--- src/rtl/cbsu_pkg.sv ---
`timescale 1ns / 1ps

package cbsu_pkg;

  localparam int CFG_IDX_W  = 3;
  localparam int CFG_DATA_W = 4;

  localparam logic [15:0] WORD_BYTES = 16'd2;

  // operation codes carried in req_type
  typedef enum logic [4:0] {
    REQ_PUSH     = 5'd0,
    REQ_POP      = 5'd1,
    REQ_CALL     = 5'd2,
    REQ_CALL_SET = 5'd3,
    REQ_CALL_CLR = 5'd4,
    REQ_RST      = 5'd5,
    REQ_RET      = 5'd6,
    REQ_RET_SET  = 5'd7,
    REQ_RET_CLR  = 5'd8,
    REQ_JP_WORD  = 5'd9,
    REQ_JP_NN    = 5'd10,
    REQ_JR       = 5'd11,
    REQ_JP_SET   = 5'd12,
    REQ_JP_CLR   = 5'd13,
    REQ_JR_SET   = 5'd14,
    REQ_JR_CLR   = 5'd15,
    REQ_DJNZ     = 5'd16
  } req_t;

  // configuration register indexes
  localparam logic [CFG_IDX_W-1:0] CFG_CALL_EXTRA = 3'd0;
  localparam logic [CFG_IDX_W-1:0] CFG_RET_EXTRA  = 3'd1;
  localparam logic [CFG_IDX_W-1:0] CFG_JUMP_EXTRA = 3'd2;
  localparam logic [CFG_IDX_W-1:0] CFG_REL_EXTRA  = 3'd3;
  localparam logic [CFG_IDX_W-1:0] CFG_LOOP_EXTRA = 3'd4;

  typedef struct packed {
    logic [3:0] call_extra;
    logic [3:0] ret_extra;
    logic [3:0] jump_extra;
    logic [3:0] rel_extra;
    logic [3:0] loop_extra;
  } cfg_t;

  typedef struct packed {
    logic [4:0]  req_type;
    logic [7:0]  flag_byte;
    logic [15:0] operand_word;
    logic [7:0]  imm_low;
    logic [7:0]  imm_high;
    logic [7:0]  stack_low;
    logic [7:0]  stack_high;
    logic [7:0]  count_in;
  } op_t;

  typedef struct packed {
    logic [15:0] pc_out;
    logic [15:0] sp_out;
    logic        write_enable;
    logic [15:0] write_addr;
    logic [15:0] write_data;
    logic [15:0] pop_data;
    logic [7:0]  count_out;
    logic        taken;
    logic [3:0]  extra_cycles;
  } res_t;

  // pc + 1 + sign-extended displacement
  function automatic logic [15:0] rel_target(input logic [15:0] pc, input logic [7:0] disp);
    rel_target = pc + 16'd1 + {{8{disp[7]}}, disp};
  endfunction

endpackage

--- src/rtl/cpu_branch_and_stack_unit_core.sv ---
`timescale 1ns / 1ps
// Control-flow and stack unit of an 8-bit CPU: keeps pc and sp and works out
// one branch, call, return, push, pop or loop operation per input word.
// Input channel: in_valid / in_stall with one port per field of the operation
// (opcode class, flags, operand word, bytes at pc and sp, count register B).
// Output channel: out_valid / out_stall with the new pc and sp, the stack
// write request, the popped word, the new B, the taken flag and the extra
// cycles a taken condition costs.
// Pipeline: an accepted word is loaded into the input register and then into
// the result register, where the word is then on the output.
// Throughput: one word per cycle unless out_stall holds; pc and sp advance
// as a word moves from the input register to the result register, so the
// next word sees them at once. When out_stall holds a full result register,
// the input register holds too and in_stall rises while it is occupied.
// Configuration: cfg_we / cfg_index / cfg_data write the five extra-cycle
// registers; write them only while the unit is idle.
// Reset (rst, synchronous): pc and sp clear to zero, both stages empty and
// the extra-cycle registers return to 7, 6, 0, 5, 5.
module cpu_branch_and_stack_unit_core import cbsu_pkg::*; (
  input  logic                  clk,
  input  logic                  rst,
  // configuration write port
  input  logic                  cfg_we,
  input  logic [CFG_IDX_W-1:0]  cfg_index,
  input  logic [CFG_DATA_W-1:0] cfg_data,
  // input channel
  input  logic                  in_valid,
  output logic                  in_stall,
  input  logic [4:0]            req_type,
  input  logic [7:0]            flag_byte,
  input  logic [15:0]           operand_word,
  input  logic [7:0]            imm_low,
  input  logic [7:0]            imm_high,
  input  logic [7:0]            stack_low,
  input  logic [7:0]            stack_high,
  input  logic [7:0]            count_in,
  // output channel
  output logic                  out_valid,
  input  logic                  out_stall,
  output logic [15:0]           pc_out,
  output logic [15:0]           sp_out,
  output logic                  write_enable,
  output logic [15:0]           write_addr,
  output logic [15:0]           write_data,
  output logic [15:0]           pop_data,
  output logic [7:0]            count_out,
  output logic                  taken,
  output logic [3:0]            extra_cycles
);

  cfg_t        cfg;
  op_t         op_reg;
  logic        op_valid;
  res_t        res_next;
  res_t        res_reg;
  logic        res_load;
  logic        op_load;
  logic [15:0] prog_counter;
  logic [15:0] stack_pointer;

  cbsu_cfg_regs u_cfg (
    .clk       (clk),
    .rst       (rst),
    .cfg_we    (cfg_we),
    .cfg_index (cfg_index),
    .cfg_data  (cfg_data),
    .cfg       (cfg)
  );

  cbsu_exec u_exec (
    .op  (op_reg),
    .pc  (prog_counter),
    .sp  (stack_pointer),
    .cfg (cfg),
    .res (res_next)
  );

  // The result register is free when empty or being drained this cycle.
  assign res_load = op_valid && (!out_valid || !out_stall);
  // The input register takes a word when empty or when its word moves on.
  assign in_stall = op_valid && !res_load;
  assign op_load  = in_valid && !in_stall;

  // input register
  always_ff @(posedge clk) begin
    if (rst) begin
      op_valid <= 1'b0;
    end else if (op_load) begin
      op_valid <= 1'b1;
    end else if (res_load) begin
      op_valid <= 1'b0;
    end
  end

  always_ff @(posedge clk) begin
    if (op_load) begin
      op_reg.req_type     <= req_type;
      op_reg.flag_byte    <= flag_byte;
      op_reg.operand_word <= operand_word;
      op_reg.imm_low      <= imm_low;
      op_reg.imm_high     <= imm_high;
      op_reg.stack_low    <= stack_low;
      op_reg.stack_high   <= stack_high;
      op_reg.count_in     <= count_in;
    end
  end

  // architectural state: advance as each word commits to the result register
  always_ff @(posedge clk) begin
    if (rst) begin
      prog_counter  <= 16'd0;
      stack_pointer <= 16'd0;
    end else if (res_load) begin
      prog_counter  <= res_next.pc_out;
      stack_pointer <= res_next.sp_out;
    end
  end

  // result register
  always_ff @(posedge clk) begin
    if (rst) begin
      out_valid <= 1'b0;
    end else if (res_load) begin
      out_valid <= 1'b1;
    end else if (!out_stall) begin
      out_valid <= 1'b0;
    end
  end

  always_ff @(posedge clk) begin
    if (res_load) begin
      res_reg <= res_next;
    end
  end

  assign pc_out       = res_reg.pc_out;
  assign sp_out       = res_reg.sp_out;
  assign write_enable = res_reg.write_enable;
  assign write_addr   = res_reg.write_addr;
  assign write_data   = res_reg.write_data;
  assign pop_data     = res_reg.pop_data;
  assign count_out    = res_reg.count_out;
  assign taken        = res_reg.taken;
  assign extra_cycles = res_reg.extra_cycles;

endmodule

--- src/rtl/cbsu_cfg_regs.sv ---
`timescale 1ns / 1ps

module cbsu_cfg_regs import cbsu_pkg::*; (
  input  logic                  clk,
  input  logic                  rst,
  input  logic                  cfg_we,
  input  logic [CFG_IDX_W-1:0]  cfg_index,
  input  logic [CFG_DATA_W-1:0] cfg_data,
  output cfg_t                  cfg
);

  always_ff @(posedge clk) begin
    if (rst) begin
      cfg.call_extra <= 4'd7;
      cfg.ret_extra  <= 4'd6;
      cfg.jump_extra <= 4'd0;
      cfg.rel_extra  <= 4'd5;
      cfg.loop_extra <= 4'd5;
    end else if (cfg_we) begin
      case (cfg_index)
        CFG_CALL_EXTRA: cfg.call_extra <= cfg_data;
        CFG_RET_EXTRA:  cfg.ret_extra  <= cfg_data;
        CFG_JUMP_EXTRA: cfg.jump_extra <= cfg_data;
        CFG_REL_EXTRA:  cfg.rel_extra  <= cfg_data;
        CFG_LOOP_EXTRA: cfg.loop_extra <= cfg_data;
        default: ; // unused index: drop the write
      endcase
    end
  end

endmodule

--- src/rtl/cbsu_exec.sv ---
`timescale 1ns / 1ps

module cbsu_exec import cbsu_pkg::*; (
  input  op_t         op,
  input  logic [15:0] pc,
  input  logic [15:0] sp,
  input  cfg_t        cfg,
  output res_t        res
);

  logic        hit;
  logic        cond;
  logic        push;
  logic        pop;
  logic [15:0] pc_next;
  logic [15:0] wdata;
  logic [3:0]  extra;
  logic [7:0]  count_next;
  logic [15:0] imm;
  logic [15:0] stk;
  logic [15:0] pc_plus1;
  logic [15:0] pc_plus2;
  logic [15:0] pc_rel;
  logic [15:0] sp_down;
  logic [15:0] sp_up;

  assign hit      = |(op.flag_byte & op.operand_word[7:0]);
  assign imm      = {op.imm_high, op.imm_low};
  assign stk      = {op.stack_high, op.stack_low};
  assign pc_plus1 = pc + 16'd1;
  assign pc_plus2 = pc + WORD_BYTES;
  assign pc_rel   = rel_target(pc, op.imm_low);
  assign sp_down  = sp - WORD_BYTES;
  assign sp_up    = sp + WORD_BYTES;

  always_comb begin
    cond       = 1'b0;
    push       = 1'b0;
    pop        = 1'b0;
    pc_next    = pc;
    wdata      = 16'd0;
    extra      = 4'd0;
    count_next = op.count_in;
    case (op.req_type)
      REQ_PUSH: begin
        push  = 1'b1;
        wdata = op.operand_word;
      end
      REQ_POP: begin
        pop = 1'b1;
      end
      REQ_CALL: begin
        push    = 1'b1;
        wdata   = pc_plus2;
        pc_next = imm;
      end
      REQ_CALL_SET, REQ_CALL_CLR: begin
        cond = (op.req_type == REQ_CALL_SET) ? hit : !hit;
        if (cond) begin
          push    = 1'b1;
          wdata   = pc_plus2;
          pc_next = imm;
          extra   = cfg.call_extra;
        end else begin
          pc_next = pc_plus2;
        end
      end
      REQ_RST: begin
        push    = 1'b1;
        wdata   = pc;
        pc_next = op.operand_word;
      end
      REQ_RET: begin
        pop     = 1'b1;
        pc_next = stk;
      end
      REQ_RET_SET, REQ_RET_CLR: begin
        cond = (op.req_type == REQ_RET_SET) ? hit : !hit;
        if (cond) begin
          pop     = 1'b1;
          pc_next = stk;
          extra   = cfg.ret_extra;
        end
      end
      REQ_JP_WORD: pc_next = op.operand_word;
      REQ_JP_NN:   pc_next = imm;
      REQ_JR:      pc_next = pc_rel;
      REQ_JP_SET, REQ_JP_CLR: begin
        cond    = (op.req_type == REQ_JP_SET) ? hit : !hit;
        pc_next = cond ? imm : pc_plus2;
        extra   = cond ? cfg.jump_extra : 4'd0;
      end
      REQ_JR_SET, REQ_JR_CLR: begin
        cond    = (op.req_type == REQ_JR_SET) ? hit : !hit;
        pc_next = cond ? pc_rel : pc_plus1;
        extra   = cond ? cfg.rel_extra : 4'd0;
      end
      REQ_DJNZ: begin
        count_next = op.count_in - 8'd1;
        cond       = (count_next != 8'd0);
        pc_next    = cond ? pc_rel : pc_plus1;
        extra      = cond ? cfg.loop_extra : 4'd0;
      end
      default: ; // unknown code: no operation
    endcase
  end

  always_comb begin
    res.pc_out       = pc_next;
    res.sp_out       = push ? sp_down : (pop ? sp_up : sp);
    res.write_enable = push;
    res.write_addr   = push ? sp_down : 16'd0;
    res.write_data   = push ? wdata : 16'd0;
    res.pop_data     = pop ? stk : 16'd0;
    res.count_out    = count_next;
    res.taken        = cond;
    res.extra_cycles = extra;
  end

endmodule

--- config.mk ---
export PLATFORM = sky130hd
export DESIGN_NAME = cpu_branch_and_stack_unit_core
export DESIGN_NICKNAME = d
export VERILOG_FILES = /design/src/rtl/cbsu_pkg.sv /design/src/rtl/cpu_branch_and_stack_unit_core.sv /design/src/rtl/cbsu_cfg_regs.sv /design/src/rtl/cbsu_exec.sv
export SDC_FILE = /design/constraint.sdc
export NUM_CORES = 1
export LEC_CHECK = 0
export ABC_AREA = 1
export BUFFER_PORTS_ARGS = -buffer_cell sky130_fd_sc_hd__buf_2
export CAP_MARGIN = 15
export CORE_AREA = 2 2 117 175
export CTS_CLUSTER_DIAMETER = 60
export CTS_CLUSTER_SIZE = 28
export DETAILED_ROUTE_END_ITERATION = 10
export DIE_AREA = 0 0 119 177
export GPL_TIMING_DRIVEN = 0
export PLACE_DENSITY = 0.86
export SLEW_MARGIN = 20
export SYNTH_ARGS = -nofsm -noshare
export SYNTH_HDL_FRONTEND = slang
export SYNTH_SLANG_ARGS = --single-unit
--- constraint.sdc ---
create_clock -name clk -period 8.9 [get_ports clk]
set_clock_uncertainty 0.2 [all_clocks]
set_input_delay 1.335 -clock clk [delete_from_list [all_inputs] [get_ports clk]]
set_output_delay 1.335 -clock clk [all_outputs]
set_load 0.01 [all_outputs]
# --- Word-level counts from Yosys, hierarchy flattened ---
# Index checks and enable logic that the tools add are counted.
op_classes:
  div_mod_pow: 0
  n_addsub: 6
  n_bitwise: 1
  n_mux: 30
  shift: 0
  reduce_logical: 27
  n_lt_le_gt_ge: 0
  eq_ne: 21
  mul: 0
ops:
  columns: ["operator", "count"]
  rows:
  - ["$pmux 16 s9", 1]
  - ["$mux 16", 8]
  - ["$pmux 16 s4", 1]
  - ["$eq 5x4->1 const B", 8]
  - ["$add 16x2->16 const B", 2]
  - ["$eq 5x3->1 const B", 4]
  - ["$mux 4", 5]
  - ["$pmux 4 s5", 1]
  - ["$add 16x1->16 const B", 1]
  - ["$add 16x16->16", 1]
  - ["$sub 16x2->16 const B", 1]
  - ["$reduce_or 2->1", 7]
  - ["$eq 5x2->1 const B", 2]
  - ["$mux 1", 10]
  - ["$reduce_and 2->1", 5]
  - ["$and 8x8->8", 1]
  - ["$mux 8", 1]
  - ["$reduce_bool 8->1", 1]
  - ["$reduce_or 8->1", 1]
  - ["$sub 8x1->8 const B", 1]
  - ["$eq 3x2->1 const B", 2]
  - ["$eq 5x1->1 const B", 1]
  - ["$eq 5x5->1 const B", 1]
  - ["$logic_not 1->1", 5]
  - ["other kinds (11)", 14]
word_totals:
  ram_bits: 0
  wordCells: 111
  regBits: 217
  output_inout_bits: 96
  input_bits: 81
  latchBits: 0
  rom_bits: 0
  n_memories: 0

# --- Logic depth before layout (Yosys ltp) ---
depth:
  word_depth: 8
  mapped_depth: 22
  mapped_depth_nobuf: 22

# --- Hierarchy ---
# A second synthesis with hierarchy kept.
unflattened:
  cells_unflattened: 1585
  hier_area_um2: 12336.8
modules_own_cells:
  columns: ["module", "cells_each", "area_each_um2", "n_inst"]
  rows:
  - ["cpu_branch_and_stack_unit_core", 385, 6429.9, 1]
  - ["cbsu_exec", 1077, 5079.9, 1]
  - ["cbsu_cfg_regs", 123, 827.0, 1]

# --- Worst setup path before layout ---
# OpenSTA, ideal clock, no wires.
synth_timing:
  kind: "input port to flip-flop"
  startpoint: "input out_stall"
  endpoint: "register res_reg, in the netlist count_out[0] (enable)"
  path_buffers: 1
  slack_ps: 3829
  arrival_ps: 4379
  setup_ps: 492
  cell_stages: 4
  cell_sequence: "nand2_1 inv_1 nor2_1 clkbuf_1"
synth_between:
  elab_chain_cells: 3
synth_lines:
  columns: ["item", "line", "text"]
  rows:
  - ["start: declaration", "cpu_branch_and_stack_unit_core.sv:39", "input logic out_stall,"]
  - ["$logic_not 1->1", null, null]
  - ["$logic_or 1x1->1", "cpu_branch_and_stack_unit_core.sv:79", "assign res_load = op_valid && (!out_valid || !out_stall);"]
  - ["$logic_and 1x1->1", "cpu_branch_and_stack_unit_core.sv:79", null]
  - ["net res_load", "cpu_branch_and_stack_unit_core.sv:56", "logic res_load;"]
  - ["end signal: assignment", "cpu_branch_and_stack_unit_core.sv:132", "res_reg <= res_next;"]
  - ["end: declaration", "cpu_branch_and_stack_unit_core.sv:55", "res_t res_reg;"]
# The timed path passes the listed nets, and every way through them passes these cells.
# A chain may end at the register's enable or synchronous reset.

==> key figures <==
GRT
  • GRT Residual Overflow: 0
  • Global-route wire length before repair: 55.59 mm
  • Vias in the first global route: 10841
  • Largest net degree at the start of global routing: 57
  • All-layer global routing usage: 0.3461
  • Initial antenna violation count: 0

Pwr
  • Net Sw Frac: 0.2961
  • P_leak: 0.006733 uW
  • Combinational share of power: 0.190
  • Reg power frac: 0.508
  • Sw Pwr: 684.7 uW
  • Power per cell area: 166.8 mW/mm2
  • Clock network power share: 0.302
  • Int Pwr: 1628 uW
  • Worst IR drop on VDD: 0.0002283 V
  • Total power: 2313 uW

Detailed routing
  • DR DRC count: 0
  • Vias: 11214
  • WL per Instance: 18.80 um
  • Detailed Route WL: 37.08 mm
  • DR vias/cell: 5.687
  • Drt initial violations: 986
  • Post-DRT Antenna Nets: 0
  • Drt pass-1 iters: 6

CTS
  • TritonCTS clock tree: built
  • Insertion delay to the later sink of the worst-skew pair: 0.48 ns
  • Clock root buffer master: clkbuf_16
  • Post-CTS Setup Inserts: 0
  • Buffer levels on the longest clock path: 3
  • H-tree levels: 1
  • CTS Buf Count: 13
  • Reg clk slew, reported paths: 0.10 ns
  • Cts repair resizes: 0
  • Clock Sinks: 214
  • Post-CTS Hold Buffers: 0

Timing
  • Final Hold Viols: 0
  • Slew HR: 0.4900
  • Fmax: 0.2502 GHz
  • Fin crit share: 0.4492
  • Fin crit period: 3.998 ns
  • Final setup vio count: 0
  • Worst Tran Pin Value: 0.7623 ns
  • Setup TNS: 0 ns
  • Hold_ws: 0.2665 ns
  • RSZ-0062 raised after global routing: no
  • Max-slew violation count: 0

Yosys
  • Top_reg_cell synth: edfxtp_1
  • Average cell area after synthesis: 8.006 um2
  • Synth Cell Area: 0.01211 mm2
  • #FFs+latches synth: 214
  • Post-synth EDFFs: 161
  • Synth warn: 0
  • Sequential area share after synthesis: 0.4867
  • Distinct cells, synth: 49
  • Post-Syn Instances: 1513
  • Ys async rst share: 0

Floorplanning
  • Die Wd: 119 um
  • Core Rows: 63
  • Die area: 0.02106 mm2
  • IO Count: 177
  • Core Region: 0.01963 mm2
  • Initial Utilization: 0.6171
  • Die Ht: 177 um

Critical path
  • Critical Path AT: 3.99 ns
  • Setup crit end kind: flip-flop
  • RR Startpoint: prog_counter[2]
  • Worst-path maximum fanout: 6
  • Worst Path Required: 8.90 ns
  • WS Path Type: flip-flop to flip-flop
  • Startpoint types: flip-flop
  • Worst Setup SP: prog_counter[2]

Cells and area
  • Area growth syn-to-layout: 14.43%
  • Antenna Diode Count: 0
  • Final #Nets: 1813
  • Layout fillers: 1637
  • Final Util: 0.7062
  • Max reg flops: 69
  • Most frequent cells in the layout: nand2_1, inv_1, buf_2
  • Share of cells above drive strength 1: 0.1694
  • Commonest non-fill, non-tap cell in the layout: nand2_1

Job
  • MaxCap Viol Count: 0

Status
  • Status: finished clean

Hold path
  • Worst min-delay path class: flip-flop to flip-flop
  • Hold Startpoint: u_cfg.cfg[18]

Placement
  • Port Buffer Count: 174
  • HPWL after DPL: 29.13 mm
  • GP Congestion: 0.9988
==> cells by family after synthesis <==
kind of cell / count (synthesis) / synth area share
and+or+nand+nor: 770 / 0.2738
buffers and inverters: 264 / 0.08914
DFF: 214 / 0.4867
AOI/OAI and AO/OA: 203 / 0.09658
xor gates and xnor gates: 35 / 0.02593
adders and majority gates: 26 / 0.02748
other: 1 / 0.0003096
==> worst paths after layout <==
path / end / slack (ns) / cells after the start
worst max-delay path: pc_out[11] / 4.90 / 15
worst min-delay path: u_cfg.cfg[18] / 0.27 / 2
worst max register to register: pc_out[11] / 4.90 / 15
worst min register to register: u_cfg.cfg[18] / 0.27 / 2
==> stage by stage <==
step / setup slack [ns] / instances / instance area (um2)
floorplan: 3.829 / 1514 / 12120
global placement: 2.097 / 1948 / 13310
detailed placement: 5.048 / 1951 / 13390
CTS: 5.036 / 1972 / 13860
global route: 4.712 / 1972 / 13860
finish: 4.902 / 1972 / 13860
==> synth_stat cells, types with 6 or more instances <==
master / number / area share
nand2_2: 13 / 0.0067
buf_4: 6 / 0.0037
o21ai_0: 54 / 0.022
a21oi_1: 72 / 0.030
inv_2: 18 / 0.0056
nor2_1: 145 / 0.045
buf_6: 6 / 0.0056
nand3_1: 112 / 0.046
o22ai_1: 13 / 0.0067
nor2_4: 7 / 0.0065
nor3_1: 14 / 0.0058
dfxtp_1: 53 / 0.088
xor2_1: 32 / 0.023
buf_2: 14 / 0.0058
edfxtp_1: 161 / 0.40
o221ai_1: 14 / 0.010
clkbuf_1: 14 / 0.0043
nand2_1: 435 / 0.13
o21ai_1: 33 / 0.014
nand4_1: 16 / 0.0083
inv_1: 200 / 0.062
ha_1: 25 / 0.026
==> worst max-delay path: stages, from the launching register on <==
cell and delay [ns]:
dfxtp_1 0.48, ha_1 0.27, nand3_1 0.20, nor2_2 0.24, xor2_1 0.40, o21ai_0 0.24, ha_1 0.43, nand2_1 0.13
nor3_1 0.31, nand3_1 0.16, nand4_1 0.11, nand2_1 0.13, nand2_1 0.11, nand3_1 0.07, nor2_1 0.11, nand3_1 0.14
==> routing by layer <==
layer	GRT usage	vias to the layer above	share of wire
met2	0.6564	559	0.53
met3	0.03383	165	0.056
met4	0.2376	0	0.075
li1	-	5311	-
met5	0	-	0
met1	0.3539	5179	0.34
==> power groups by stage <==
stage          Sequential [uW]  Combinational, uW  Clock [uW]
4_1_cts                   1170                432         699
6_report                  1170                440         698
3_5_place_dp              1200                429           0
2_1_floorplan             1200                268           0
5_1_grt                   1180                481         730
3_3_place_gp              1200                415           0
==> layout make-up <==
class / instances / area, um2 / area share
plain buffers: 43 / 254.0 / 0.01832
clock buffers: 15 / 342.8 / 0.02473
clock inverters: 6 / 131.4 / 0.009478
inverters: 221 / 832.0 / 0.06003
multi-input cells: 1036 / 5141 / 0.3709
flip-flops and latches: 214 / 5896 / 0.4253
well taps: 260 / 325.3 / 0.02347
repair buffers: 177 / 938.4 / 0.06770
Power figures use the tool's default switching activity.
